--- src/hw/rtl/sobel_edge_filter_rgb_top_defines.svh ---
// assertion helpers for the edge filter
`ifndef SOBEL_EDGE_FILTER_RGB_TOP_DEFINES_SVH
`define SOBEL_EDGE_FILTER_RGB_TOP_DEFINES_SVH

// same-cycle implication, checked on every rising edge out of reset
`define SOBEL_ASSERT_NOW(label, clk, rst_n, ante, cons) \
	label: assert property (@(posedge clk) disable iff (!rst_n) (ante) |-> (cons)) \
		else $error("edge filter check failed");

// next-cycle implication
`define SOBEL_ASSERT_NEXT(label, clk, rst_n, ante, cons) \
	label: assert property (@(posedge clk) disable iff (!rst_n) (ante) |=> (cons)) \
		else $error("edge filter check failed");

`endif

--- src/hw/rtl/sobel_rgb_pkg.sv ---
package sobel_rgb_pkg;

	localparam int MAX_WIDTH  = 2048;
	localparam int HEIGHT_MAX = 2048;
	localparam int DIM_MIN    = 3;

	// column counter and line buffer address
	localparam int COL_W = (MAX_WIDTH > 1) ? $clog2(MAX_WIDTH) : 1;
	localparam int ROW_W = $clog2(HEIGHT_MAX);

	// register and compare widths
	localparam int CFG_DATA_W = 12;
	localparam int CFG_IDX_W  = 2;
	localparam int CMP_W      = (COL_W + 1 > CFG_DATA_W) ? COL_W + 1 : CFG_DATA_W;

	localparam int PIX_W     = 8;
	localparam int OUT_COL_W = 11;
	localparam int OUT_ROW_W = 11;

	localparam logic [CFG_IDX_W-1:0] REG_FRAME_WIDTH  = CFG_IDX_W'(0);
	localparam logic [CFG_IDX_W-1:0] REG_FRAME_HEIGHT = CFG_IDX_W'(1);

	localparam logic [CFG_DATA_W-1:0] FRAME_WIDTH_RST  = CFG_DATA_W'(640);
	localparam logic [CFG_DATA_W-1:0] FRAME_HEIGHT_RST = CFG_DATA_W'(480);

	localparam logic [PIX_W-1:0] SAT_LIMIT = PIX_W'(255);

	// one line buffer entry: row two up and row one up at the same column
	localparam int LINE_W = 2 * PIX_W;

	typedef struct packed {
		logic [COL_W-1:0] x;
		logic [ROW_W-1:0] y;
		logic [PIX_W-1:0] lum;
		logic             emit;
		logic             full;
	} scan_t;

	typedef struct packed {
		logic [PIX_W-1:0] top;
		logic [PIX_W-1:0] mid;
		logic [PIX_W-1:0] bot;
	} col3_t;

endpackage

--- src/hw/rtl/sobel_rgb_scan.sv ---
module sobel_rgb_scan (
	input  logic                               clk,
	input  logic                               arst_n,
	input  logic                               cfg_we,
	input  logic [sobel_rgb_pkg::CFG_IDX_W-1:0]  cfg_index,
	input  logic [sobel_rgb_pkg::CFG_DATA_W-1:0] cfg_data,
	input  logic [sobel_rgb_pkg::PIX_W-1:0]      red,
	input  logic [sobel_rgb_pkg::PIX_W-1:0]      green,
	input  logic [sobel_rgb_pkg::PIX_W-1:0]      blue,
	input  logic                               frame_start,
	input  logic                               advance,
	output sobel_rgb_pkg::scan_t                info
);
	import sobel_rgb_pkg::*;

	// divide by three as multiply by 683 / 2048, exact for sums up to 765
	localparam int          SUM_W       = PIX_W + 2;
	localparam int          LUMA_SHIFT  = 11;
	localparam int          PROD_W      = 2 * SUM_W;
	localparam logic [SUM_W-1:0] LUMA_RECIP = SUM_W'(683);

	logic [CFG_DATA_W-1:0] frame_width_q;
	logic [CFG_DATA_W-1:0] frame_height_q;
	logic [COL_W-1:0]      col_q;
	logic [ROW_W-1:0]      row_q;

	logic [CMP_W-1:0]  w_eff;
	logic [CMP_W-1:0]  h_eff;
	logic [COL_W-1:0]  col0;
	logic [ROW_W-1:0]  row0;
	logic [CMP_W-1:0]  row1;
	logic [COL_W-1:0]  x;
	logic [ROW_W-1:0]  y;
	logic [CMP_W-1:0]  col_inc;
	logic [CMP_W-1:0]  row_inc;
	logic [COL_W-1:0]  col_nxt;
	logic [ROW_W-1:0]  row_nxt;
	logic [SUM_W-1:0]  sum;
	logic [PROD_W-1:0] prod;

	always_comb begin
		// clamp the frame size into its legal range
		w_eff = CMP_W'(frame_width_q);
		if (w_eff < CMP_W'(DIM_MIN)) begin
			w_eff = CMP_W'(DIM_MIN);
		end else if (w_eff > CMP_W'(MAX_WIDTH)) begin
			w_eff = CMP_W'(MAX_WIDTH);
		end
		h_eff = CMP_W'(frame_height_q);
		if (h_eff < CMP_W'(DIM_MIN)) begin
			h_eff = CMP_W'(DIM_MIN);
		end else if (h_eff > CMP_W'(HEIGHT_MAX)) begin
			h_eff = CMP_W'(HEIGHT_MAX);
		end

		col0 = frame_start ? '0 : col_q;
		row0 = frame_start ? '0 : row_q;

		// a column left past a reduced width wraps first
		if (CMP_W'(col0) >= w_eff) begin
			x    = '0;
			row1 = CMP_W'(row0) + CMP_W'(1);
		end else begin
			x    = col0;
			row1 = CMP_W'(row0);
		end
		y = (row1 >= h_eff) ? '0 : ROW_W'(row1);

		col_inc = CMP_W'(x) + CMP_W'(1);
		row_inc = CMP_W'(y) + CMP_W'(1);
		if (col_inc >= w_eff) begin
			col_nxt = '0;
			row_nxt = (row_inc >= h_eff) ? '0 : ROW_W'(row_inc);
		end else begin
			col_nxt = COL_W'(col_inc);
			row_nxt = y;
		end

		sum  = SUM_W'(red) + SUM_W'(green) + SUM_W'(blue);
		prod = PROD_W'(sum) * PROD_W'(LUMA_RECIP);

		info.x    = x;
		info.y    = y;
		info.lum  = prod[LUMA_SHIFT +: PIX_W];
		info.emit = (x != '0) && (y != '0);
		info.full = (x > COL_W'(1)) && (y > ROW_W'(1));
	end

	always_ff @(posedge clk or negedge arst_n) begin
		if (!arst_n) begin
			frame_width_q  <= FRAME_WIDTH_RST;
			frame_height_q <= FRAME_HEIGHT_RST;
			col_q          <= '0;
			row_q          <= '0;
		end else begin
			if (cfg_we) begin
				case (cfg_index)
					REG_FRAME_WIDTH:  frame_width_q  <= cfg_data;
					REG_FRAME_HEIGHT: frame_height_q <= cfg_data;
					default: ;
				endcase
			end
			if (advance) begin
				col_q <= col_nxt;
				row_q <= row_nxt;
			end
		end
	end

endmodule

--- config.mk ---
export PLATFORM = sky130hd
export DESIGN_NAME = sobel_rgb_scan
export DESIGN_NICKNAME = d
export VERILOG_FILES = /design/src/hw/rtl/sobel_edge_filter_rgb_top_defines.svh /design/src/hw/rtl/sobel_rgb_pkg.sv /design/src/hw/rtl/sobel_rgb_scan.sv
export SDC_FILE = /design/constraint.sdc
export NUM_CORES = 1
export LEC_CHECK = 0
export ABC_AREA = 1
export BUFFER_PORTS_ARGS = -buffer_cell sky130_fd_sc_hd__clkbuf_2
export CORE_MARGIN = 3
export CORE_UTILIZATION = 30
export CTS_CLUSTER_DIAMETER = 60
export DETAILED_ROUTE_END_ITERATION = 12
export SLEW_MARGIN = 20
export SYNTH_ARGS = -nofsm -noshare
export SYNTH_HDL_FRONTEND = slang
export SYNTH_SLANG_ARGS = --single-unit
--- constraint.sdc ---
create_clock -name clk -period 6.6 [get_ports clk]
set_clock_uncertainty 0.1 [all_clocks]
set_input_delay 0.66 -clock clk [delete_from_list [all_inputs] [get_ports clk]]
set_output_delay 0.66 -clock clk [all_outputs]
set_load 0.1 [all_outputs]
Word-level counts from Yosys, hierarchy flattened
Index checks and enable logic that the tools add are counted.
{"block": "classes", "mul": 1, "n_mux": 12, "order_cmp": 10, "eq_ne": 1, "reduce_logical": 7, "add_sub_neg": 5}
{"operator": "11-bit two-way mux", "count": 7}
{"operator": "12-bit two-way mux", "count": 5}
{"operator": "11-bit by 1-bit adder with 12-bit output (second input constant)", "count": 3}
{"operator": "12-bit >= comparator", "count": 3}
{"operator": "12-bit greater-than comparator (second input constant)", "count": 2}
{"operator": "12-bit by 2-bit < comparator with 1-bit output (second input constant)", "count": 2}
{"operator": "11-bit by 1-bit greater-than comparator with 1-bit output (second input constant)", "count": 2}
{"operator": "11-bit nonzero test", "count": 2}
{"operator": "10-bit by 10-bit multiplier with 19-bit output (second input constant)", "count": 1}
{"operator": "11-bit by 12-bit >= comparator with 1-bit output", "count": 1}
{"operator": "9-bit by 8-bit adder with 10-bit output", "count": 1}
{"operator": "8-bit by 8-bit adder with 9-bit output", "count": 1}
{"operator": "2-bit AND reduction", "count": 2}
{"operator": "2-bit by 1-bit equality test with 1-bit output (second input constant)", "count": 1}
{"operator": "1-bit logical AND", "count": 2}
{"operator": "2-bit zero test", "count": 1}
{"block": "word_totals", "in_bits": 43, "register_bits": 46}

Longest topological paths before layout
{"block": "logic_depth", "depth_word": 11, "mapped_depth": 41, "depth_no_buf": 40}

Least setup slack after synthesis
No wires, ideal clock.
{"block": "synth_timing", "path_kind": "input to output", "from": "input port red[1] (netlist bit)", "to": "output port info[7] (netlist bit)", "required_time_ns": 5.840, "arrival_ns": 7.070, "setup_slack_ns": -1.230, "cell_stages": 28, "cell_sequence": "fa_1 > ha_1 > fa_1 > nand3_1 > nand2_1 > a21oi_1 > o21ai_0 > xnor2_1 > inv_1 > ha_1 > ha_1 > inv_1 > fa_1 > fa_1 > inv_1 > fa_1 > ha_1 > nand2_1 > inv_1 > o21ai_0 > nand2_1 > a31oi_1 > o21bai_1 > nand4_1 > nand2_1 > nand3_1 > nand2_1 > xor2_1"}
{"item": "start: declaration", "line": "sobel_rgb_scan.sv:7", "source": "input logic [sobel_rgb_pkg::PIX_W-1:0] red,"}
{"item": "end: declaration", "line": "sobel_rgb_scan.sv:12", "source": "output sobel_rgb_pkg::scan_t info"}

==> parameters.txt <==
Parameter                              Value

STA
  Final cycle utilization of the critical path ... 102%
  Setup slack after layout ... -0.124 ns
  Max Fclk ... 149 MHz
  RSZ-0062 raised after global routing ... true
  Min cycle time layout ... between 6 and 7 ns
  Slew at the pin closest to its max-slew limit ... approximately 0.74 ns
  Relative slew margins ... 50.5%
  Count of endpoints failing hold in the final timing report ... 0
  Number of setup violations in the final report ... 6
  Sum Neg Setup Slack ... -0.431 ns
  Total count of max-transition violations in the final report ... 0

Yosys
  Number of synthesized flops with an enable pin ... 0
  Sequential fraction of the synthesis area ... 17.9%
  Post-synth ARST share ... 100%
  Avg Cell Area, Syn ... between 7 and 8 sq um
  Netlist Area Pre-Place ... between 0.006 and 0.007 sq mm
  Commonest register cell after synthesis ... sky130_fd_sc_hd__dfrtp_1
  Number of distinct library cells after synthesis ... 50
  Seq cells post-synth ... 46
  Number of warnings printed during yosys synthesis ... 0
  Count of mapped cells out of synthesis ... 878
  Ranking of synthesized cells by instance count ... sky130_fd_sc_hd__nand2_1, sky130_fd_sc_hd__inv_1, sky130_fd_sc_hd__ha_1
  Largest cells by area after synthesis ... sky130_fd_sc_hd__ha_1, sky130_fd_sc_hd__dfrtp_1, sky130_fd_sc_hd__nand2_1, sky130_fd_sc_hd__fa_1, sky130_fd_sc_hd__inv_1
  Most instantiated library cell after synthesis ... sky130_fd_sc_hd__nand2_1
  Fraction of post-synthesis cell area in the top cell type by area ... between 20% and 30%
  Top cell type by total area after synthesis ... sky130_fd_sc_hd__ha_1
  Mapped Nets ... 1070

Route
  Drt first-iter violations ... about 270
  Number of iterations in the first detailed-routing pass ... 5
  Number of vias per cell after detailed routing ... ~4.7
  Remaining antenna violation count ... 0
  DRT Wirelength ... around 17 mm
  Vias after detailed routing ... 6099
  Average detailed-routed wire length per instance ... 13.4 microns
  Residual DRC count ... 0

Place
  Number of input and output port buffers inserted ... 74
  Gpl congestion ... 0.914
  Standard cell area after detailed placement ... 0.00818 sq mm
  HPWL Detailed ... about 15 mm

Global route
  First-pass GRT wire length ... 28.3 mm
  Number of antenna violations at the first check in global routing ... 0
  Maximum number of pins on one net before global-route repair ... between 40 and 50
  Number of global-route vias before repair ... about 5800
  Total Routing Usage GR ... 14.5%
  Overflow after GRT ... 0

Critical path
  Slowest Stage Delay on Critical Path ... around 0.52 ns
  Startpoint types ... input port
  Data required time at the worst endpoint ... 5.84 ns
  Critical path's top delay family ... adder cells
  Peak fanout along the critical path ... 3
  Data arrival time at the worst-slack endpoint ... 5.96 ns
  Critical Path Most Common Cell ... sky130_fd_sc_hd__fa_1
  CP Buf/Inv Count ... 9
  Worst-case reg-to-reg path depth ... 41
  FF-to-FF End ... row_q[9]$_DFFE_PN0P_
  Critical path type ... in -> out
  Worst-case register-to-register setup slack ... 0.50 ns
  Cell with the largest stage delay on the worst path ... sky130_fd_sc_hd__fa_1
  Start of the worst register-to-register path ... frame_width_q[5]$_DFFE_PN0P_
  Depth of the critical timing path with buffers and inverters included ... 30
  Worst setup EP type ... primary output

Layout
  Register area ... 0.00116 sq mm
  Final std cell area, no fill ... 0.00869 sq mm
  Area of the multi-input gates ... 0.00526 sq mm
  Diodes inserted ... 0
  Net count of the finished layout ... 1224
  Area added between synthesis and finish ... 34.1%
  Fraction of final layout cells sized beyond drive strength 1 ... between 20% and 30%
  Layout filler cell count ... 2132

Run status
  Run status ... finished with violations
  Violated checks ... negative setup slack

Floorplanning
  Total die area ... 0.0234 sq mm
  Die outline height ... 153 microns
  Standard-cell row count ... between 50 and 60
  Area of the core region ... 0.0212 sq mm
  Width of the chip ... 153 microns
  Number of primary I/O pins ... 75
  Starting density of the core ... 30.6%

Clocking
  Worst-case clock buffer depth ... 2
  Clock tree root buffer cell ... sky130_fd_sc_hd__clkbuf_16
  Depth of the CTS H-tree ... 2
  Number of clock sinks seen by CTS ... 46
  TritonCTS clock tree ... yes
  CTS buffer count ... 5
  Latest clock arrival within the worst-skew pair ... 0.30 ns
  Worst-path clk slew ... 0.08 ns

Flow run
  Count of max-cap constraint violations ... 0

Worst hold path
  Path category of the worst min-delay check ... in -> async
-- registers in the layout, summed over array words and instances (netlist names) --
register and cells:
frame_height_q 12, row_q 11, frame_width_q 12, col_q 11
-- logic make-up (layout without fill, tap and decap cells) --
group	count (synthesis)	after routing	synth area share, %
compound gates	129	129	11.5
xor+xnor	29	29	4.15
flops	46	46	17.9
fa+ha+maj	149	149	32.2
simple gates	361	361	24.5
buf+inv	164	319	9.73
-- worst max path at each step --
stage | startpoint | end | slack [ns]
after floorplan | blue[3] | info[8] | -0.24
after global placement | blue[1] | info[7] | -0.20
after detailed placement | blue[1] | info[7] | -0.27
after CTS | red[1] | info[7] | -0.13
after global routing | red[1] | info[9] | -0.36
final | red[1] | info[6] | -0.12
-- layout make-up --
cell class | count | share of cell area [%]
multi-input combinational | 668 | 60.5
inverter | 153 | 6.70
sequential | 46 | 13.3
timing repair buffer | 158 | 13.7
clock buffer | 5 | 1.44
tap | 275 | 3.96
clock inverter | 3 | 0.302
-- stage by stage --
stage	utilization [%]	hold slack (ns)	worst slack, ns	instances
after floorplan	-	0.264	-0.239	878
after global placement	38.7	0.371	-0.197	1292
after detailed placement	38.7	0.373	-0.265	1292
after CTS	39.9	0.376	-0.130	1300
after global routing	41.1	0.402	-0.361	1308
final	41.1	0.347	-0.124	1308
-- repair_timing --
action / in CTS / in global routing
hold buffers: 0 / 0
setup endpoints to repair: 7 / 20
resized for setup: 15 / 40
pin swaps: 27 / 18
setup buffers: 0 / 9
-- cells in the final DEF, fill, tap and decap left out, types with 7 or more instances in the layout --
| cell | instances |
|---|---|
| sky130_fd_sc_hd__o22ai_1 | 7 |
| sky130_fd_sc_hd__o21ai_1 | 8 |
| sky130_fd_sc_hd__buf_4 | 77 |
| sky130_fd_sc_hd__dfrtp_1 | 40 |
| sky130_fd_sc_hd__nand2_2 | 15 |
| sky130_fd_sc_hd__fa_1 | 28 |
| sky130_fd_sc_hd__o21ai_0 | 42 |
| sky130_fd_sc_hd__nand3_1 | 35 |
| sky130_fd_sc_hd__nor3_1 | 7 |
| sky130_fd_sc_hd__inv_1 | 142 |
| sky130_fd_sc_hd__nand2_1 | 188 |
| sky130_fd_sc_hd__xnor2_1 | 7 |
| sky130_fd_sc_hd__nand4_1 | 11 |
| sky130_fd_sc_hd__xor2_1 | 11 |
| sky130_fd_sc_hd__nor2_4 | 12 |
| sky130_fd_sc_hd__a21oi_1 | 36 |
| sky130_fd_sc_hd__nor2_2 | 7 |
| sky130_fd_sc_hd__inv_2 | 9 |
| sky130_fd_sc_hd__ha_4 | 12 |
| sky130_fd_sc_hd__nor2_1 | 61 |
| sky130_fd_sc_hd__ha_1 | 106 |
| sky130_fd_sc_hd__buf_12 | 11 |
| sky130_fd_sc_hd__buf_6 | 7 |
| sky130_fd_sc_hd__clkbuf_2 | 63 |
-- worst register-to-register path, delay by kind of cell (launching register included) --
| kind | cells | cell delay, ns |
|---|---|---|
| compound gates | 5 | 0.82 |
| xor+xnor | 1 | 0.16 |
| fa+ha+maj | 4 | 1.05 |
| buf+inv | 7 | 0.84 |
| flops | 1 | 0.42 |
| simple gates | 24 | 2.64 |
-- per-layer routing --
metal  share of wire, %  global-route usage [%]  up-vias
met5                  0                       0        -
met1                 47                    20.0     2809
li1                   -                       -     3169
met3                3.1                    1.27       15
met4                1.0                    2.38        0
met2                 49                    25.3      106
Power is not shown: default switching activity piles up to over one toggle a cycle in this logic, so the estimate is an artifact.
