$ cat src/hw/rtl/sobel_edge_filter_rgb_top_defines.svh
// assertion helpers for the edge filter
`ifndef SOBEL_EDGE_FILTER_RGB_TOP_DEFINES_SVH
`define SOBEL_EDGE_FILTER_RGB_TOP_DEFINES_SVH

// same-cycle implication, checked on every rising edge out of reset
`define SOBEL_ASSERT_NOW(label, clk, rst_n, ante, cons) \
	label: assert property (@(posedge clk) disable iff (!rst_n) (ante) |-> (cons)) \
		else $error("edge filter check failed");

// next-cycle implication
`define SOBEL_ASSERT_NEXT(label, clk, rst_n, ante, cons) \
	label: assert property (@(posedge clk) disable iff (!rst_n) (ante) |=> (cons)) \
		else $error("edge filter check failed");

`endif

$ cat src/hw/rtl/sobel_rgb_pkg.sv
package sobel_rgb_pkg;

	localparam int MAX_WIDTH  = 2048;
	localparam int HEIGHT_MAX = 2048;
	localparam int DIM_MIN    = 3;

	// column counter and line buffer address
	localparam int COL_W = (MAX_WIDTH > 1) ? $clog2(MAX_WIDTH) : 1;
	localparam int ROW_W = $clog2(HEIGHT_MAX);

	// register and compare widths
	localparam int CFG_DATA_W = 12;
	localparam int CFG_IDX_W  = 2;
	localparam int CMP_W      = (COL_W + 1 > CFG_DATA_W) ? COL_W + 1 : CFG_DATA_W;

	localparam int PIX_W     = 8;
	localparam int OUT_COL_W = 11;
	localparam int OUT_ROW_W = 11;

	localparam logic [CFG_IDX_W-1:0] REG_FRAME_WIDTH  = CFG_IDX_W'(0);
	localparam logic [CFG_IDX_W-1:0] REG_FRAME_HEIGHT = CFG_IDX_W'(1);

	localparam logic [CFG_DATA_W-1:0] FRAME_WIDTH_RST  = CFG_DATA_W'(640);
	localparam logic [CFG_DATA_W-1:0] FRAME_HEIGHT_RST = CFG_DATA_W'(480);

	localparam logic [PIX_W-1:0] SAT_LIMIT = PIX_W'(255);

	// one line buffer entry: row two up and row one up at the same column
	localparam int LINE_W = 2 * PIX_W;

	typedef struct packed {
		logic [COL_W-1:0] x;
		logic [ROW_W-1:0] y;
		logic [PIX_W-1:0] lum;
		logic             emit;
		logic             full;
	} scan_t;

	typedef struct packed {
		logic [PIX_W-1:0] top;
		logic [PIX_W-1:0] mid;
		logic [PIX_W-1:0] bot;
	} col3_t;

endpackage

$ cat src/hw/rtl/sobel_rgb_window.sv
module sobel_rgb_window (
	input  logic                          clk,
	input  logic                          arst_n,
	input  logic                          shift,
	input  sobel_rgb_pkg::col3_t          col_in,
	output logic [sobel_rgb_pkg::PIX_W-1:0] grad
);
	import sobel_rgb_pkg::*;

	localparam int G_W   = PIX_W + 3;
	localparam int MAG_W = PIX_W + 2;

	logic [PIX_W-1:0] win_q [3][3];

	logic [G_W-1:0]   gx;
	logic [G_W-1:0]   gy;
	logic [MAG_W-1:0] mag_x;
	logic [MAG_W-1:0] mag_y;
	logic [G_W-1:0]   total;

	always_ff @(posedge clk or negedge arst_n) begin
		if (!arst_n) begin
			for (int k = 0; k < 3; k++) begin
				for (int j = 0; j < 3; j++) begin
					win_q[k][j] <= '0;
				end
			end
		end else if (shift) begin
			for (int k = 0; k < 3; k++) begin
				win_q[k][0] <= win_q[k][1];
				win_q[k][1] <= win_q[k][2];
			end
			win_q[0][2] <= col_in.top;
			win_q[1][2] <= col_in.mid;
			win_q[2][2] <= col_in.bot;
		end
	end

	// two's complement in G_W bits, true values stay within +-1020
	always_comb begin
		gx = (G_W'(win_q[0][2]) - G_W'(win_q[0][0]))
			+ ((G_W'(win_q[1][2]) - G_W'(win_q[1][0])) << 1)
			+ (G_W'(win_q[2][2]) - G_W'(win_q[2][0]));
		gy = (G_W'(win_q[0][0]) + (G_W'(win_q[0][1]) << 1) + G_W'(win_q[0][2]))
			- (G_W'(win_q[2][0]) + (G_W'(win_q[2][1]) << 1) + G_W'(win_q[2][2]));
		mag_x = gx[G_W-1] ? MAG_W'(-gx) : MAG_W'(gx);
		mag_y = gy[G_W-1] ? MAG_W'(-gy) : MAG_W'(gy);
		total = G_W'(mag_x) + G_W'(mag_y);
		grad  = (total > G_W'(SAT_LIMIT)) ? SAT_LIMIT : PIX_W'(total);
	end

endmodule

$ cat config.mk
export PLATFORM = sky130hd
export DESIGN_NAME = sobel_rgb_window
export DESIGN_NICKNAME = d
export VERILOG_FILES = /design/src/hw/rtl/sobel_edge_filter_rgb_top_defines.svh /design/src/hw/rtl/sobel_rgb_pkg.sv /design/src/hw/rtl/sobel_rgb_window.sv
export SDC_FILE = /design/constraint.sdc
export NUM_CORES = 1
export LEC_CHECK = 0
export ABC_AREA = 1
export BUFFER_PORTS_ARGS = -buffer_cell sky130_fd_sc_hd__clkbuf_2
export CAP_MARGIN = 15
export CORE_MARGIN = 2
export CORE_UTILIZATION = 50
export CTS_BUF_LIST = sky130_fd_sc_hd__clkbuf_16
export CTS_CLUSTER_DIAMETER = 120
export CTS_CLUSTER_SIZE = 12
export DETAILED_ROUTE_END_ITERATION = 7
export GPL_TIMING_DRIVEN = 0
export HOLD_SLACK_MARGIN = 0.05
export PLACE_DENSITY = 0.7
export SLEW_MARGIN = 20
export SYNTH_ARGS = -nofsm -noshare
export SYNTH_HDL_FRONTEND = slang
export SYNTH_SLANG_ARGS = --single-unit
export TNS_END_PERCENT = 20
$ cat constraint.sdc
create_clock -name clk -period 5.5 [get_ports clk]
set_input_delay 0.55 -clock clk [delete_from_list [all_inputs] [get_ports clk]]
set_output_delay 0.55 -clock clk [all_outputs]
set_load 0.03 [all_outputs]
Word level (Yosys, flattened, before mapping)
Cells that the tools add are included.
{"block": "classes", "shifts": 0, "n_addsub": 13, "n_lt_le_gt_ge": 1, "bitwise_logic": 0, "mux": 3, "mul": 0, "n_reduce_logical": 0, "eq_ne": 0, "n_div": 0}
{"cell": "8-bit by 8-bit subtractor with 9-bit output", "count": 3}
{"cell": "10-bit by 8-bit adder with 11-bit output", "count": 2}
{"cell": "8-bit by 9-bit adder with 10-bit output", "count": 2}
{"cell": "10-bit 2-to-1 mux", "count": 2}
{"cell": "10-bit negator", "count": 2}
{"cell": "10-bit by 10-bit adder with 11-bit output", "count": 1}
{"cell": "11-bit adder", "count": 1}
{"cell": "9-bit by 10-bit adder with 11-bit output", "count": 1}
{"cell": "11-bit by 8-bit greater-than comparator with 1-bit output, second input constant", "count": 1}
{"cell": "11-bit subtractor", "count": 1}
{"cell": "8-bit 2-to-1 mux", "count": 1}
{"block": "totals", "ff_bits": 72, "mem_count": 0, "mem_bits_rw": 0, "latch_bits": 0, "wordCells": 26, "rom_bits": 0}

Depth between registers and ports, before layout
Gate-level depths: netlist (run 1).
{"block": "depth", "ltp_word": 8, "ltp_mapped": 31, "ltp_nobuf": 31}

Worst setup path after synthesis (run 1)
OpenSTA, ideal clock, no wires.
{"block": "synth_timing", "path_kind": "reg2out", "startpoint": "register win_q[24] in the netlist's numbering", "endpoint": "output port grad[0] in the netlist's numbering", "path_slack_ns": 0.022, "required_time_ns": 4.950, "t_arrival_ns": 4.928, "stages_incl_launch_ff": 29, "cell_sequence": "dfrtp_1 inv_1 ha_1 fa_1 o211ai_1 nand2_1 a21oi_1 nor2_1 xor2_1 fa_1 inv_1 ha_1 nand2_1 nor2_1 nand3_1 nand3_2 nand2_2 inv_4 nor2_8 buf_8 nand2_1 o21ai_1 fa_1 nand3_1 nand3_1 a21oi_1 nor3_1 nor2_1 nand4_1"}
{"block": "synth_between", "elab_chain_len": 8}
{"element": "from (decl)", "line": "sobel_rgb_window.sv:13", "rtl": "logic [PIX_W-1:0] win_q [3][3];"}
{"element": "from (signal, indexed assignment)", "line": "sobel_rgb_window.sv:30", "rtl": "win_q[k][0] <= win_q[k][1];"}
{"element": "from (signal, indexed assignment)", "line": "sobel_rgb_window.sv:31", "rtl": "win_q[k][1] <= win_q[k][2];"}
{"element": "8-bit by 8-bit subtractor with 9-bit output (*)", "line": "sobel_rgb_window.sv:42", "rtl": "+ ((G_W'(win_q[1][2]) - G_W'(win_q[1][0])) << 1)"}
{"element": "9-bit by 10-bit adder with 11-bit output (*)", "line": "sobel_rgb_window.sv:42"}
{"element": "11-bit adder (*)", "line": "sobel_rgb_window.sv:43", "rtl": "+ (G_W'(win_q[2][2]) - G_W'(win_q[2][0]));"}
{"element": "10-bit negator", "line": "sobel_rgb_window.sv:46", "rtl": "mag_x = gx[G_W-1] ? MAG_W'(-gx) : MAG_W'(gx);"}
{"element": "10-bit 2-to-1 mux (*)", "line": "sobel_rgb_window.sv:46"}
{"element": "10-bit by 10-bit adder with 11-bit output (*)", "line": "sobel_rgb_window.sv:48", "rtl": "total = G_W'(mag_x) + G_W'(mag_y);"}
{"element": "11-bit by 8-bit greater-than comparator with 1-bit output", "line": "sobel_rgb_window.sv:49", "rtl": "grad = (total > G_W'(SAT_LIMIT)) ? SAT_LIMIT : PIX_W'(total);"}
{"element": "8-bit 2-to-1 mux (*)", "line": "sobel_rgb_window.sv:49"}
{"element": "to (decl)", "line": "sobel_rgb_window.sv:6", "rtl": "output logic [sobel_rgb_pkg::PIX_W-1:0] grad"}
Mark *: on every way between the ends. The rest lies on a longest branch, timed or not.

Worst setup path in the final report (run 1)
{"block": "layout_timing", "startpoint": "register win_q[0] in the netlist's numbering", "endpoint": "output port grad[3] in the netlist's numbering"}
{"block": "layout_between", "elab_chain_len": 7, "word_cells_on_any_way": 11, "classes_between": "add/sub: 7; order compare: 1; mux: 3"}
{"element": "10-bit by 8-bit adder with 11-bit output or 8-bit by 8-bit subtractor with 9-bit output (tied branches)", "line": "sobel_rgb_window.sv:45, sobel_rgb_window.sv:43"}
{"element": "11-bit subtractor or 11-bit adder (tied branches)", "line": "sobel_rgb_window.sv:45, sobel_rgb_window.sv:43"}
{"element": "10-bit negator (on tied branches)", "line": "sobel_rgb_window.sv:47, sobel_rgb_window.sv:46"}
{"element": "10-bit 2-to-1 mux (on tied branches)", "line": "sobel_rgb_window.sv:47, sobel_rgb_window.sv:46"}
{"element": "10-bit by 10-bit adder with 11-bit output (*)", "line": "sobel_rgb_window.sv:48"}
{"element": "11-bit by 8-bit greater-than comparator with 1-bit output", "line": "sobel_rgb_window.sv:49"}
{"element": "8-bit 2-to-1 mux (*)", "line": "sobel_rgb_window.sv:49"}
Marked as above.

==> flow_summary.yaml, run 1 <==
worst_setup_path:
  crit_arrival_ns: 5.12
  crit_path_start_kind: "register"
  path_common_cell: "nand3_2"
  cp_slowest_stage_delay_ns: 0.60
  reg2reg_from: "win_q[1]"
  end_kind: "output pin"
  r2r_cells: 3
  cp_slowest_cell: "fa_2"
  r2r-end: "win_q[9]"
  crit_buf_inv: 6
  r2r_slack_ns: 4.63
  cp_max_fo: 10
  required_ns: 4.95
  crit_type: "register to output pin"
  cp_top_family: "adder cells"
layout:
  top_regs: "win_q (72)"
  layout_common_cells: "inv_1 (189), nand2_1 (166), dfrtp_1 (71), o21ai_0 (66)"
  drive_above_1_share: 0.207
  final_common_cell: "inv_1"
  max_flop_register: "win_q"
  area_delta_synth_final_pct: 22.6
  instances_no_fill: 1136
  antenna_cells: 0
  fin_util: 0.624
  largest_reg_flops: 72
  nets: 1085
die:
  core-area_um2: 13200
  num_rows: 42
  initial_core_util: 0.509
  die_h_um: 120
  die_area_um2: 14400
  dieWidth_um: 120
  ios: 35
clock_tree:
  insertion_delay_ns: 0.34
  htreeDepth: 3
  cts_tree: "yes"
  cts_buffers: 9
  cts_buffer_depth: 2
  root_buffer: "clkbuf_16"
  cts.sinks: 72
  path_clk_slew_ns: 0.06
synthesis:
  syn_nets: 1011
  yosysSeqAreaShare: 0.269
  syn-cell-area_um2: 6710
  synth_cells: 881
  synth_cell_type_count: 36
  synth-xor-area-share: 0.0455
  synth_top_family_by_area: "adder cells"
  synth_area_per_cell_um2: 7.62
  synth_compound_area_frac: 0.110
  synth_simple_gate_area_frac: 0.202
  ys_ff_latch: 72
  synth_adder_area_share: 0.242
  yosys_warnings: 0
  muxShareOfSynthArea: 0.00503
route:
  post-route-drc-count: 0
  ant_nets: 0
  routedWlPerCell_um: 14.7
  vias_per_cell: 5.22
  drt-initial-drc-count: 385
  routed_wl_mm: 16.7
  via_count: 5934
  dr.pass1.iters: 5
outcome:
  violations: "negative setup slack"
  status: "complete, but fails checks"
timing:
  slew_viol_final: 0
  fin_tns_setup_ns: -1.14
  period_needed_ns: 5.67
  worst_pin_slew_ns: 0.678
  max_freq_mhz: 176
  maxSlewHeadroom: 0.548
  fin_crit_sh: 1.03
  finalSetupViolCount: 8
  hold_viol_final: 0
  clock-skew-final_ns: 0.00624
  fin_ws_ns: -0.168
  rsz0062_at_grt: "yes"
global_route:
  antenna_found_initial: 0
  grt_pass1_wl_mm: 27.3
  grt_max_degree: 51
  grt.overflow.total: 0
  grt_usage: 0.241
  grt_pass1_vias: 5705
place:
  hpwl_mm: 12.1
  gp_congestion: 0.882
  place_inst: 1091
  io_buffers: 33
min_path:
  hold_class: "input pin to async pin"
job:
  cap_violations: 0
routing by layer:
layer,track usage,part of all wire,up-vias,routed length [µm]
met5,0,0,-,0
met4,0.0743,0.026,0,432
met3,0.0409,0.050,37,826
met2,0.390,0.47,172,7870
met1,0.333,0.45,2815,7530
li1,-,-,2910,-
cells by family (layout without fill, tap and decap cells):
kind of cell / count (synthesis) / count (layout)
AND/OR/NAND/NOR: 312 / 312
buffers and inverters: 220 / 299
AO/OA/AOI/OAI: 137 / 137
adder cells (fa/ha/maj): 103 / 103
flip-flops: 72 / 72
XOR/XNOR: 34 / 34
multiplexers: 3 / 3
through the flow:
step	hold WS (ns)	worst slack [ns]	instance area, µm²
after floorplan	0.254	0.0221	6710
after global placement	0.457	-0.541	7100
after detailed placement	0.461	-0.585	7130
after CTS	0.150	-0.0948	8050
after global routing	0.161	-0.450	8230
final	0.143	-0.168	8230
area by class of cell:
cell class                      instances  area (µm²)
Buffer                                 17        85.1
Clock buffer                            9         225
Clock inverter                          7        72.6
Fill cell                            1148        4960
Inverter                              203         767
Multi-Input combinational cell        589        4570
Sequential cell                        72        1800
Tap cell                              176         220
Timing Repair Buffer                   63         490
what timing repair did:
item	CTS	global route
gates resized for setup	101	39
endpoints found under the setup margin	8	8
hold endpoints to repair	0	0
pin swaps	46	34
setup buffers	25	4
hold buffers	0	0
worst max-delay path by stage:
stage	slack, ns	cells past startpoint	to	start
after CTS	-0.09	29	grad[3]	win_q[24]
after global routing	-0.45	32	grad[0]	win_q[0]
after floorplan	0.02	28	grad[0]	win_q[24]
after detailed placement	-0.58	30	grad[3]	win_q[48]
final	-0.17	30	grad[3]	win_q[0]
after global placement	-0.54	30	grad[2]	win_q[48]
Yosys cell counts:
cell type | n | area [µm²]
buf_2 | 2 | 10.0
a21oi_2 | 2 | 17.5
buf_8 | 1 | 15.0
ha_1 | 58 | 726
nand2_1 | 182 | 683
o21bai_1 | 3 | 22.5
nand4_1 | 17 | 106
mux2_2 | 3 | 33.8
nor2_8 | 1 | 20.0
dfrtp_1 | 72 | 1800
and2_1 | 2 | 12.5
o311ai_0 | 3 | 26.3
xnor2_1 | 13 | 114
o221ai_1 | 1 | 8.76
nand2_2 | 2 | 12.5
o21ai_1 | 2 | 10.0
inv_4 | 1 | 6.26
or2_2 | 1 | 6.26
nand3_1 | 49 | 245
a221oi_1 | 2 | 17.5
o211ai_1 | 1 | 7.51
xor2_1 | 20 | 175
o21ai_0 | 73 | 365
nor2_4 | 1 | 11.3
buf_6 | 1 | 11.3
nand3_2 | 5 | 50.1
a31oi_1 | 2 | 12.5
clkbuf_1 | 13 | 48.8
xor2_2 | 1 | 16.3
inv_1 | 202 | 758
fa_1 | 45 | 901
o21ai_2 | 2 | 17.5
nor2_1 | 44 | 165
a21o_1 | 2 | 15.0
nor3_1 | 8 | 40.0
a21oi_1 | 44 | 220
Power of run 1 is not shown: default switching activity piles up to over one toggle a cycle in this logic, so the estimate is an artifact.
==> inputs of run 2 (changes only) <==
--- a/config.mk
+++ b/config.mk
@@ -5,9 +5,9 @@
 export SDC_FILE = /design/constraint.sdc
 export NUM_CORES = 1
 export LEC_CHECK = 0
-export ABC_AREA = 1
 export BUFFER_PORTS_ARGS = -buffer_cell sky130_fd_sc_hd__clkbuf_2
 export CAP_MARGIN = 15
+export CORE_ASPECT_RATIO = 2
 export CORE_MARGIN = 2
 export CORE_UTILIZATION = 50
 export CTS_BUF_LIST = sky130_fd_sc_hd__clkbuf_16
==> flow_summary.yaml, run 2 <==
clock_tree:
  cts_tree: "yes"
  cts.sinks: 72
  hold_buffers: 0
  path_clk_slew_ns: 0.06
  insertion_delay_ns: 0.34
  root_buffer: "clkbuf_16"
  cts_buffer_depth: 2
  cts_buffers: 9
  htreeDepth: 3
global_route:
  grt.overflow.total: 0
  grt_pass1_vias: 5396
  grt_max_degree: 40
  grt_pass1_wl_mm: 24.8
  grt_usage: 0.233
  antenna_found_initial: 0
synthesis:
  syn_nets: 796
  synth-edff-count: 0
  synth_flop_cell: "dfrtp_1"
  ys_ff_latch: 72
  synth_top_area_frac: 0.290
  synth_cell_type_count: 49
  async_flop_share: 1.00
  synth_area_per_cell_um2: 9.33
  syn-cell-area_um2: 6210
  synth_cells: 666
  synth.area.top_cells: "dfrtp_1 (29%), fa_1 (15%), ha_1 (12%)"
  synth_common_cells: "inv_1 (117), dfrtp_1 (72), nand2_1 (67), o21ai_0 (67), ha_1 (58)"
  synthMostInstantiatedCell: "inv_1"
  synth_top_cell_by_area: "dfrtp_1"
  yosysSeqAreaShare: 0.290
  yosys_warnings: 0
die:
  die_h_um: 162
  num_rows: 57
  dieWidth_um: 82.8
  die_area_um2: 13400
  ios: 35
  core-area_um2: 12100
  initial_core_util: 0.512
outcome:
  violations: "negative setup slack"
  status: "complete, but fails checks"
job:
  cap_violations: 0
layout:
  fillers: 949
  multi_input_area_um2: 4460
  instances_no_fill: 902
  area_delta_synth_final_pct: 25.7
  antenna_cells: 0
  max_flop_register: "win_q"
  final_common_cell: "inv_1"
  drive_above_1_share: 0.293
  layout_common_cells: "inv_1 (108), dfrtp_1 (71), nand2_1 (66), o21ai_0 (51), ha_1 (43)"
  seq_area_um2: 1800
  postLayoutCellArea_um2: 7800
  largest_reg_flops: 72
  top_regs: "win_q (72)"
  nets: 880
route:
  via_count: 4970
  vias_per_cell: 5.51
  routedWlPerCell_um: 17.1
  drt-initial-drc-count: 113
  routed_wl_mm: 15.4
  ant_nets: 0
  dr.pass1.iters: 4
  post-route-drc-count: 0
worst_setup_path:
  crit_arrival_ns: 5.84
  end_kind: "output pin"
  required_ns: 4.95
  cp_max_fo: 8
  crit_path_start_kind: "register"
  crit_type: "register to output pin"
  reg2reg_from: "win_q[1]"
  crit_path_start: "win_q[53]"
timing:
  slew_viol_final: 0
  finalSetupViolCount: 8
  rsz0062_at_grt: "yes"
  fin_ws_ns: -0.888
  maxSlewHeadroom: 0.547
  hold_viol_final: 0
  max_freq_mhz: 157
  worst_pin_slew_ns: 0.679
  clock-skew-final_ns: 0.00868
  fin_crit_sh: 1.16
  period_needed_ns: 6.39
place:
  place_inst: 847
  hpwl_mm: 11.9
  place_ws_ns: -1.30
  io_buffers: 33
  gp_congestion: 0.853
  dpl_cell_area_um2: 6720
min_path:
  hold_class: "input pin to async pin"
## run 2: routing by layer
metal / up-vias / part of all wire / global-route usage / routed length [µm]
met5: - / 0 / 0 / 0
met1: 2459 / 0.35 / 0.227 / 5320
met3: 55 / 0.020 / 0.0215 / 315
met2: 112 / 0.58 / 0.465 / 8960
met4: 0 / 0.052 / 0.126 / 794
li1: 2344 / - / - / -
## run 2: path summary, 6_finish.rpt
| path | slack [ns] | cells after the start | endpoint |
|---|---|---|---|
| min reg2reg | 0.48 | 2 | win_q[64] |
| min | 0.20 | 1 | win_q[31] |
| min in group clk | 0.42 | 3 | win_q[48] |
| max | -0.89 | 22 | grad[5] |
| max reg2reg | 4.56 | 2 | win_q[1] |
| max in group asynchronous | 4.69 | 2 | win_q[1] |
## run 2: through the flow
stage	hold slack, ns	setup TNS [ns]	utilization
detailed placement	0.469	-10.13	0.554
global route	0.229	-8.84	0.644
finish	0.201	-6.82	0.644
global placement	0.459	-9.11	0.552
CTS	0.218	-7.00	0.616
floorplan	0.254	-0.840	-
## run 2: area by class of cell
| cell class | count | share of cell area |
|---|---|---|
| timing repair buffer | 73 | 0.0699 |
| clock inverter | 7 | 0.0120 |
| inverter | 118 | 0.0567 |
| multi-input combinational | 463 | 0.572 |
| sequential | 72 | 0.231 |
| clock buffer | 9 | 0.0289 |
| tap | 147 | 0.0236 |
| buffer | 13 | 0.00625 |
## run 2: worst max-delay path: stages, from the launching register on
cell and delay, ns:
dfrtp_1 0.38, inv_1 0.09, fa_1 0.54, inv_1 0.05, fa_1 0.49, inv_1 0.06, fa_1 0.53, inv_1 0.07
ha_4 0.30, nand2_1 0.09, o31ai_4 0.35, o221a_2 0.28, o21ai_4 0.09, nor3b_2 0.18, xnor2_1 0.31, ha_4 0.28
a211oi_4 0.28, o21bai_2 0.11, a21oi_2 0.18, o211ai_1 0.14, o22a_4 0.29, or2_4 0.26, buf_8 0.13
## run 2: cell families (layout without fill, tap and decap cells)
logic type | Yosys count | in the layout | share of synthesized area
AOI/OAI and AO/OA | 148 | 148 | 0.150
xor gates and xnor gates | 49 | 49 | 0.0691
adders and majority gates | 103 | 103 | 0.262
buffers and inverters | 131 | 220 | 0.0792
DFF | 72 | 72 | 0.290
muxes | 27 | 27 | 0.0490
and+or+nand+nor | 136 | 136 | 0.101
## run 2: repair_timing
| item | in CTS | in global routing |
|---|---|---|
| endpoints found under the setup margin | 8 | 8 |
| pin swaps | 38 | 37 |
| buffers inserted | 30 | 9 |
| gates resized for setup | 59 | 53 |
Power of run 2 is left out for the same reason.
==> inputs of run 3 (changes only) <==
--- a/config.mk
+++ b/config.mk
@@ -9,14 +9,13 @@
 export CAP_MARGIN = 15
 export CORE_ASPECT_RATIO = 2
 export CORE_MARGIN = 2
-export CORE_UTILIZATION = 50
+export CORE_UTILIZATION = 45
 export CTS_BUF_LIST = sky130_fd_sc_hd__clkbuf_16
 export CTS_CLUSTER_DIAMETER = 120
 export CTS_CLUSTER_SIZE = 12
 export DETAILED_ROUTE_END_ITERATION = 7
 export GPL_TIMING_DRIVEN = 0
 export HOLD_SLACK_MARGIN = 0.05
-export PLACE_DENSITY = 0.7
 export SLEW_MARGIN = 20
 export SYNTH_ARGS = -nofsm -noshare
 export SYNTH_HDL_FRONTEND = slang
==> flow_summary.yaml, run 3 (synthesis results as in run 2) <==
die:
  dieWidth_um: 87.1
  ios: 35
  core-area_um2: 13400
  die_area_um2: 14800
  num_rows: 60
  initial_core_util: 0.462
  die_h_um: 170
outcome:
  status: "complete, but fails checks"
  violations: "negative setup slack"
global_route:
  grt_pass1_wl_mm: 24.4
  grt.overflow.total: 0
  grt_usage: 0.215
  grt.busiest_layer: "met2"
  use_met3: 0.0184
  use_met2: 0.422
  grt_max_degree: 54
  grt_pass1_vias: 5224
  antenna_found_initial: 0
  met1_usage: 0.218
clock_tree:
  path_clk_slew_ns: 0.06
  cts_tree: "yes"
  cts.sinks: 72
  cts_buffers: 9
  cts_buffer_depth: 2
  htreeDepth: 3
  hold_buffers: 0
  insertion_delay_ns: 0.33
  root_buffer: "clkbuf_16"
timing:
  fin_crit_sh: 1.17
  slew_viol_final: 0
  max_freq_mhz: 156
  worst_pin_slew_ns: 0.714
  clock-skew-final_ns: 0.00375
  hold_viol_final: 0
  finalSetupViolCount: 8
  fin_ws_ns: -0.911
  maxSlewHeadroom: 0.524
  rsz0062_at_grt: "yes"
  period_needed_ns: 6.41
layout:
  fillers: 1206
  multi_input_area_um2: 4320
  final_common_cell: "inv_1"
  seq_area_um2: 1800
  area_delta_synth_final_pct: 21.6
  max_flop_register: "win_q"
  fin_util: 0.562
  drive_above_1_share: 0.260
  largest_reg_flops: 72
  antenna_cells: 0
  nets: 867
  layout_common_cells: "inv_1 (110), dfrtp_1 (71), nand2_1 (64), o21ai_0 (52), ha_1 (47)"
  top_regs: "win_q (72)"
route:
  vias_per_cell: 5.34
  post-route-drc-count: 0
  ant_nets: 0
  routedWlPerCell_um: 16.5
  drt-initial-drc-count: 171
  dr.pass1.iters: 6
  via_count: 4789
  routed_wl_mm: 14.8
worst_setup_path:
  crit_type: "register to output pin"
  cp_max_fo: 8
  crit_path_start_kind: "register"
  end_kind: "output pin"
  reg2reg_from: "win_q[1]"
  crit_path_start: "win_q[48]"
  required_ns: 4.95
  crit_arrival_ns: 5.86
place:
  io_buffers: 33
  hpwl_mm: 12.1
  gp_congestion: 0.875
job:
  cap_violations: 0
min_path:
  hold_class: "input pin to async pin"
## run 3: cell types whose count changed in the layout (fill, tap and decap cells not counted), sizes merged
cell,change
buf,-12
clkbuf,-1
## run 3: worst paths after layout
kind                              to  slack, ns  cells after the start
max in group asynchronous   win_q[1]       4.77                      2
hold reg to reg            win_q[20]       0.48                      2
setup / recovery             grad[3]      -0.91                     23
min in group clk            win_q[0]       0.42                      3
hold / removal             win_q[31]       0.14                      1
setup reg to reg            win_q[1]       4.56                      2
## run 3: worst max-delay path, stage by stage, from the launching register on
cell and delay [ns]:
dfrtp_1 0.36, inv_2 0.07, buf_4 0.13, fa_1 0.49, inv_1 0.05, fa_1 0.38, fa_1 0.53, ha_2 0.22
inv_1 0.06, fa_2 0.36, nand2b_1 0.21, a21oi_2 0.19, xnor2_2 0.16, nand3b_1 0.17, o311ai_2 0.35, xnor2_1 0.15
ha_2 0.41, inv_1 0.09, or3_1 0.31, and3_1 0.19, nand3_1 0.09, o22a_2 0.22, o21bai_2 0.14, buf_2 0.20
## run 3: timing repair
item / CTS / global route
setup buffers: 21 / 5
gates resized for setup: 36 / 55
endpoints found under the setup margin: 8 / 8
pin swaps: 28 / 35
## run 3: area by class of cell
| cell class | instances | area share |
|---|---|---|
| buffer | 13 | 0.00646 |
| sequential | 72 | 0.239 |
| multi-input combinational | 463 | 0.572 |
| inverter | 118 | 0.0587 |
| tap | 155 | 0.0257 |
| timing repair buffer | 60 | 0.0573 |
| clock inverter | 7 | 0.0116 |
| clock buffer | 9 | 0.0298 |
## run 3: stage by stage
step / area (µm²) / instances / hold WS (ns) / TNS (ns) / setup WS [ns]
2_1_floorplan: 6350 / 666 / 0.254 / -0.840 / -0.128
3_3_place_gp: 6710 / 854 / 0.460 / -10.27 / -1.32
3_5_place_dp: 6740 / 855 / 0.469 / -11.07 / -1.42
4_1_cts: 7320 / 892 / 0.141 / -7.47 / -0.963
5_1_grt: 7550 / 897 / 0.151 / -8.72 / -1.11
6_report: 7550 / 897 / 0.139 / -7.18 / -0.911
## run 3: routing by layer
| layer | routed length (µm) | up-vias | share of wire |
|---|---|---|---|
| li1 | - | 2329 | - |
| met5 | 0 | - | 0 |
| met1 | 5220 | 2354 | 0.35 |
| met4 | 553 | 0 | 0.037 |
| met2 | 8820 | 73 | 0.59 |
| met3 | 244 | 33 | 0.016 |
Power of run 3 is left out for the same reason.
